==> config.mk <==
export PLATFORM = sky130hd
export DESIGN_NAME = asp_ctrl
export DESIGN_NICKNAME = d
export VERILOG_FILES = /design/src/sv/asp_pkg.sv /design/src/sv/asp_ctrl.sv
export SDC_FILE = /design/constraint.sdc
export NUM_CORES = 1
export LEC_CHECK = 0
export BUFFER_PORTS_ARGS = -buffer_cell sky130_fd_sc_hd__buf_2
export CORE_UTILIZATION = 40
export CTS_CLUSTER_SIZE = 40
export DETAILED_ROUTE_END_ITERATION = 16
export GPL_TIMING_DRIVEN = 0
export PLACE_DENSITY = 0.74
export SYNTH_ARGS = -nofsm -noshare
export SYNTH_HDL_FRONTEND = slang
export SYNTH_SLANG_ARGS = --single-unit
==> constraint.sdc <==
create_clock -name clk -period 2.7 [get_ports clk]
set_clock_uncertainty 0.1 [all_clocks]
set_input_delay 0.135 -clock clk [delete_from_list [all_inputs] [get_ports clk]]
set_output_delay 0.135 -clock clk [all_outputs]
set_load 0.02 [all_outputs]
==> src/sv/asp_pkg.sv <==
package asp_pkg;

    localparam int SITE_SLOTS_DEF  = 4096;
    localparam int LIVE_SLOTS_DEF  = 16384;
    localparam int PROBE_LIMIT_DEF = 64;
    localparam int HIST_BINS_DEF   = 40;

    localparam int CNT_W      = 48;
    localparam int ADDR_W     = 48;
    localparam int SIZE_W     = 40;
    localparam int KEY_W      = 64;
    localparam int IDX_W      = 12;
    localparam int SITE_IDX_W = 16;
    localparam int BIN_W      = 6;
    localparam int LIVE_SHIFT = 4;

    localparam logic [CNT_W-1:0] CNT_MAX = '1;

    typedef enum logic [1:0] {
        CMD_ALLOC     = 2'd0,
        CMD_FREE      = 2'd1,
        CMD_READ_SITE = 2'd2,
        CMD_READ_HIST = 2'd3
    } cmd_code_t;

    typedef enum logic [1:0] {
        STAT_OK        = 2'd0,
        STAT_FULL      = 2'd1,
        STAT_UNMATCHED = 2'd2,
        STAT_EMPTY     = 2'd3
    } status_t;

    typedef enum logic [4:0] {
        S_CLEAR,
        S_IDLE,
        S_DISP,
        S_A_HRD,
        S_A_HWR,
        S_A_SRD,
        S_A_SCHK,
        S_A_LRD,
        S_A_LCHK,
        S_F_LRD,
        S_F_LCHK,
        S_F_SRD,
        S_F_SWR,
        S_R_SRD,
        S_R_SCHK,
        S_H_RD,
        S_H_OUT,
        S_DONE
    } state_t;

    typedef struct packed {
        logic [KEY_W-1:0] key;
        logic [CNT_W-1:0] calls;
        logic [CNT_W-1:0] bytes;
        logic [CNT_W-1:0] now;
        logic [CNT_W-1:0] peak;
    } site_ent_t;

    typedef struct packed {
        logic                  valid;
        logic [ADDR_W-1:0]     addr;
        logic [SIZE_W-1:0]     size;
        logic [SITE_IDX_W-1:0] site;
    } live_ent_t;

    typedef struct packed {
        logic    clr;
        logic    load;
        logic    site_rd;
        logic    site_adv;
        logic    site_wr_alloc;
        logic    site_wr_free;
        logic    live_rd;
        logic    live_adv;
        logic    live_wr_alloc;
        logic    live_wr_free;
        logic    hist_rd;
        logic    hist_wr;
        logic    res_site;
        logic    res_hist;
        logic    set_status;
        status_t status;
        logic    out_load;
    } ctrl_cmd_t;

    typedef struct packed {
        cmd_code_t command;
        logic      addr_null;
        logic      site_oob;
        logic      hist_oob;
        logic      site_hit;
        logic      site_empty;
        logic      site_last;
        logic      live_free;
        logic      live_match;
        logic      live_last;
        logic      clr_last;
    } dp_sts_t;

    function automatic logic [CNT_W-1:0] sat_add(logic [CNT_W-1:0] a, logic [CNT_W-1:0] b);
        logic [CNT_W:0] s;
        s = {1'b0, a} + {1'b0, b};
        return s[CNT_W] ? CNT_MAX : s[CNT_W-1:0];
    endfunction

    function automatic logic [CNT_W-1:0] sub_floor(logic [CNT_W-1:0] a, logic [CNT_W-1:0] b);
        return (b < a) ? (a - b) : '0;
    endfunction

    function automatic logic [BIN_W-1:0] floor_log2(logic [SIZE_W-1:0] v);
        logic [BIN_W-1:0] r;
        r = '0;
        for (int i = 1; i < SIZE_W; i++)
        begin
            if (v[i])
            begin
                r = BIN_W'(i);
            end
        end
        return r;
    endfunction

endpackage

==> src/sv/asp_ctrl.sv <==
module asp_ctrl (
    input  logic               clk,
    input  logic               rst_n,
    input  logic               in_valid,
    output logic               ready,
    output logic               out_valid,
    input  logic               out_ready,
    input  asp_pkg::dp_sts_t   sts,
    output asp_pkg::ctrl_cmd_t cmd
);

    asp_pkg::state_t state_reg;
    asp_pkg::state_t state_next;
    logic            out_valid_reg;
    logic            out_valid_next;
    logic            out_free;

    assign ready     = (state_reg == asp_pkg::S_IDLE);
    assign out_valid = out_valid_reg;
    assign out_free  = !out_valid_reg || out_ready;

    always_comb
    begin
        state_next = state_reg;
        unique case (state_reg)
            asp_pkg::S_CLEAR:
            begin
                if (sts.clr_last)
                begin
                    state_next = asp_pkg::S_IDLE;
                end
            end
            asp_pkg::S_IDLE:
            begin
                if (in_valid)
                begin
                    state_next = asp_pkg::S_DISP;
                end
            end
            asp_pkg::S_DISP:
            begin
                unique case (sts.command)
                    asp_pkg::CMD_ALLOC:     state_next = asp_pkg::S_A_HRD;
                    asp_pkg::CMD_FREE:      state_next = sts.addr_null ? asp_pkg::S_DONE
                                                                       : asp_pkg::S_F_LRD;
                    asp_pkg::CMD_READ_SITE: state_next = sts.site_oob ? asp_pkg::S_DONE
                                                                      : asp_pkg::S_R_SRD;
                    default:                state_next = sts.hist_oob ? asp_pkg::S_DONE
                                                                      : asp_pkg::S_H_RD;
                endcase
            end
            asp_pkg::S_A_HRD:  state_next = asp_pkg::S_A_HWR;
            asp_pkg::S_A_HWR:  state_next = asp_pkg::S_A_SRD;
            asp_pkg::S_A_SRD:  state_next = asp_pkg::S_A_SCHK;
            asp_pkg::S_A_SCHK:
            begin
                if (sts.site_hit)
                begin
                    state_next = sts.addr_null ? asp_pkg::S_DONE : asp_pkg::S_A_LRD;
                end
                else if (sts.site_last)
                begin
                    state_next = asp_pkg::S_DONE;
                end
                else
                begin
                    state_next = asp_pkg::S_A_SRD;
                end
            end
            asp_pkg::S_A_LRD:  state_next = asp_pkg::S_A_LCHK;
            asp_pkg::S_A_LCHK:
            begin
                state_next = (sts.live_free || sts.live_last) ? asp_pkg::S_DONE
                                                              : asp_pkg::S_A_LRD;
            end
            asp_pkg::S_F_LRD:  state_next = asp_pkg::S_F_LCHK;
            asp_pkg::S_F_LCHK:
            begin
                if (sts.live_match)
                begin
                    state_next = asp_pkg::S_F_SRD;
                end
                else if (sts.live_last)
                begin
                    state_next = asp_pkg::S_DONE;
                end
                else
                begin
                    state_next = asp_pkg::S_F_LRD;
                end
            end
            asp_pkg::S_F_SRD:  state_next = asp_pkg::S_F_SWR;
            asp_pkg::S_F_SWR:  state_next = asp_pkg::S_DONE;
            asp_pkg::S_R_SRD:  state_next = asp_pkg::S_R_SCHK;
            asp_pkg::S_R_SCHK: state_next = asp_pkg::S_DONE;
            asp_pkg::S_H_RD:   state_next = asp_pkg::S_H_OUT;
            asp_pkg::S_H_OUT:  state_next = asp_pkg::S_DONE;
            asp_pkg::S_DONE:
            begin
                if (out_free)
                begin
                    state_next = asp_pkg::S_IDLE;
                end
            end
            default:           state_next = asp_pkg::S_IDLE;
        endcase
    end

    always_comb
    begin
        cmd        = '0;
        cmd.status = asp_pkg::STAT_OK;
        cmd.load   = in_valid && ready;
        unique case (state_reg)
            asp_pkg::S_CLEAR: cmd.clr = 1'b1;
            asp_pkg::S_DISP:
            begin
                if ((sts.command == asp_pkg::CMD_READ_SITE && sts.site_oob)
                    || (sts.command == asp_pkg::CMD_READ_HIST && sts.hist_oob))
                begin
                    cmd.set_status = 1'b1;
                    cmd.status     = asp_pkg::STAT_EMPTY;
                end
            end
            asp_pkg::S_A_HRD: cmd.hist_rd = 1'b1;
            asp_pkg::S_A_HWR: cmd.hist_wr = 1'b1;
            asp_pkg::S_A_SRD: cmd.site_rd = 1'b1;
            asp_pkg::S_A_SCHK:
            begin
                if (sts.site_hit)
                begin
                    cmd.site_wr_alloc = 1'b1;
                end
                else if (sts.site_last)
                begin
                    cmd.set_status = 1'b1;
                    cmd.status     = asp_pkg::STAT_FULL;
                end
                else
                begin
                    cmd.site_adv = 1'b1;
                end
            end
            asp_pkg::S_A_LRD: cmd.live_rd = 1'b1;
            asp_pkg::S_A_LCHK:
            begin
                if (sts.live_free)
                begin
                    cmd.live_wr_alloc = 1'b1;
                end
                else if (!sts.live_last)
                begin
                    cmd.live_adv = 1'b1;
                end
            end
            asp_pkg::S_F_LRD: cmd.live_rd = 1'b1;
            asp_pkg::S_F_LCHK:
            begin
                if (sts.live_match)
                begin
                    cmd.live_wr_free = 1'b1;
                end
                else if (sts.live_last)
                begin
                    cmd.set_status = 1'b1;
                    cmd.status     = asp_pkg::STAT_UNMATCHED;
                end
                else
                begin
                    cmd.live_adv = 1'b1;
                end
            end
            asp_pkg::S_F_SRD: cmd.site_rd      = 1'b1;
            asp_pkg::S_F_SWR: cmd.site_wr_free = 1'b1;
            asp_pkg::S_R_SRD: cmd.site_rd      = 1'b1;
            asp_pkg::S_R_SCHK:
            begin
                if (sts.site_empty)
                begin
                    cmd.set_status = 1'b1;
                    cmd.status     = asp_pkg::STAT_EMPTY;
                end
                else
                begin
                    cmd.res_site = 1'b1;
                end
            end
            asp_pkg::S_H_RD:  cmd.hist_rd  = 1'b1;
            asp_pkg::S_H_OUT: cmd.res_hist = 1'b1;
            asp_pkg::S_DONE:  cmd.out_load = out_free;
            default:
            begin
            end
        endcase
    end

    assign out_valid_next = cmd.out_load || (out_valid_reg && !out_ready);

    always_ff @(posedge clk or negedge rst_n)
    begin
        if (!rst_n)
        begin
            state_reg     <= asp_pkg::S_CLEAR;
            out_valid_reg <= 1'b0;
        end
        else
        begin
            state_reg     <= state_next;
            out_valid_reg <= out_valid_next;
        end
    end

endmodule

==> metrics <==
worst hold path type primary input to register; post-route DRC violation count 0; commonest cells after routing, fill and taps aside buf_2 (39), nor2_1 (12), nand2b_1 (6), dfrtp_1 (6); Routed WL per cell roughly 12 um; post-route clock period utilization 0.769; synth unique cells 42; GRT Residual Overflow 0; core box area about 1700 um2; TNS Setup 0 ps; nets 158; post-layout util 0.564; pre-CTS setup slack 881 ps; P&R area growth vs syn 32.5%; Synth area leader dfrtp_1; DIE AREA 2010 um2; Vias roughly 900; Die W between 40 and 50 um; synth warn 0; FF+latch count, synth 6; CTS tree built; final wirelength a little under 2000 um; Clock Pin Slew Worst Setup and Hold Paths 50 ps; Crit path arrival time 1840 ps; Tmin final 2080 ps; Slew @ Worst Pin 463 ps; Max VDD drop 0.000510 V; GRT Total Usage 0.204; share of cells above drive strength 1 0.336; First DRT Iteration DRCs 22; TritonCTS buffer count 3; Worst setup EP type output port; Critical-path top delay cell dfrtp_1; CTS Root Cell clkbuf_4; Initial Util 0.426; clk sinks 6; die height 44.9 um; Synth Instances around 100; max FFs per register 5; largest net degree at the start of global routing 11; Avg Cell Area, Syn about 7.3 um2; clk buf depth 2; GP Congestion 0.876; Seq/Total Area, Yosys 0.204; PostCTS Resize Cnt 0; Final Hold Viols 0; Synth Net Count approximately 120; WP buf/inv 2; top_reg_cell synth dfrtp_1; crit-path cells or3b_1, buf_6, or3_4, o21ai_1, buf_2; # fillers 179; Max Cap Violations 0; critical path startpoint category register; Diodes inserted 0; Peak Freq approximately 0.48 GHz; combined area of the multi-input logic cells about 520 um2; CP required 2470 ps; Register Area 150 um2; Leak 0.509 nW; Post-synth ARST share 1.00; commonest non-fill, non-tap cell in the layout buf_2; vias per inst between 5 and 6; Post-Synthesis Cell Area ~740 um2; critical path class register to output port; first-pass GRT wire length 3050 um; synth top area cells dfrtp_1 (20%), nor2_1 (6.1%), nand2b_1 (5.1%); Slew Limit Fails 0; vias in the first global route 717; drt first pass iters 4; Rows 15; initial antenna violation count 0; # H-tree levels 1; final worst slack about 620 ps; CP top delay family simple AND/OR/NAND/NOR gates; status complete, no violations; critical path peak fanout 8; final setup vio count 0; PortBufs 35; Antenna Nets Post-Route 0; CP peak stage delay 410 ps; Worst-Skew Late Latency roughly 240 ps; post-DP HPWL 1480 um; IO Pins 36; Slew HR 0.692; Post-synth EDFFs 0; share of the synthesized area in the top cell type 0.204; RSZ-0062 raised after global routing no; Pwr Density 967 nW/um2
-- logic make-up (layout without fill, tap and decap cells) --
logic type	after synthesis	in the layout	share of synthesized area
and+or+nand+nor	55	55	0.451
AOI/OAI and AO/OA	23	23	0.209
buffers and inverters	13	52	0.0833
DFF	6	6	0.204
muxes	3	3	0.0408
xor gates and xnor gates	1	1	0.0119
-- cell type report --
cell class / instances / share of cell area
multi-input cells: 82 / 0.538
repair buffers: 36 / 0.190
flip-flops and latches: 6 / 0.154
plain buffers: 8 / 0.0436
well taps: 25 / 0.0321
clock buffers: 3 / 0.0231
inverters: 5 / 0.0193
-- metrics by stage --
step	cells	area (um2)	total power (W)	hold slack (ps)
4_1_cts	165	975	0.000943	73.5
5_1_grt	165	975	0.00103	113
3_5_place_dp	161	942	0.000850	-140
2_1_floorplan	101	736	0.000679	-261
6_report	165	975	0.000942	78.9
3_3_place_gp	161	942	0.000843	-142
-- worst paths after layout --
| path | start | end | slack [ps] | cells past startpoint |
|---|---|---|---|---|
| setup reg to reg | state_reg[1]$_DFFE_PN0P_ | state_reg[2]$_DFFE_PN0P_ | 970 | 5 |
| min in group asynchronous | rst_n | out_valid$_DFF_PN0_ | 170 | 2 |
| max in group asynchronous | rst_n | state_reg[2]$_DFFE_PN0P_ | 2190 | 2 |
| hold / removal | sts[0] | state_reg[0]$_DFFE_PN0P_ | 80 | 3 |
| hold reg to reg | state_reg[3]$_DFFE_PN0P_ | state_reg[3]$_DFFE_PN0P_ | 620 | 3 |
| setup / recovery | state_reg[0]$_DFFE_PN0P_ | cmd[2] | 620 | 5 |
-- power breakdown --
group,internal (W),leakage [nW],switching (W)
registers,0.000130,0.0774,0.0000368
logic,0.000266,0.418,0.000427
clock network,0.0000502,0.0138,0.0000318
total,0.000446,0.509,0.000496
-- cells in the mapped netlist (2+ instances only) --
master and n:
o22a_1 2, a31oi_1 2, inv_1 5, mux2i_1 3, nor3_2 2, nor3_1 5, a21oi_1 4, nor2_1 12
nand3b_1 2, nand3_1 2, dfrtp_1 6, nor2b_1 4, nand2b_1 6, o21ai_1 2, buf_2 4, and3_1 2
clkbuf_1 2, o21ai_0 4, or4_1 2, nor3b_1 3, nand2_1 4, and2_1 3
-- worst reg2reg max path, cell delays in order, from the launching register on --
cell,delay [ps]
dfrtp_1,420
or3b_1,200
buf_6,130
nor3_2,60
and3_1,180
or4_1,510
-- per-layer routing --
layer / track usage / vias up / wire [um]
met2: 0.350 / 41 / 894
li1: - / 447 / -
met3: 0.0240 / 0 / 123
met4: 0.0545 / 0 / 0
met1: 0.270 / 393 / 959
met5: 0 / - / 0
-- repair_timing --
action / CTS / global route
buffers inserted: 0 / 0
endpoints found under the hold margin: 6 / 0
hold buffers: 1 / 0
Note: power is estimated with default switching activity, not from simulation.
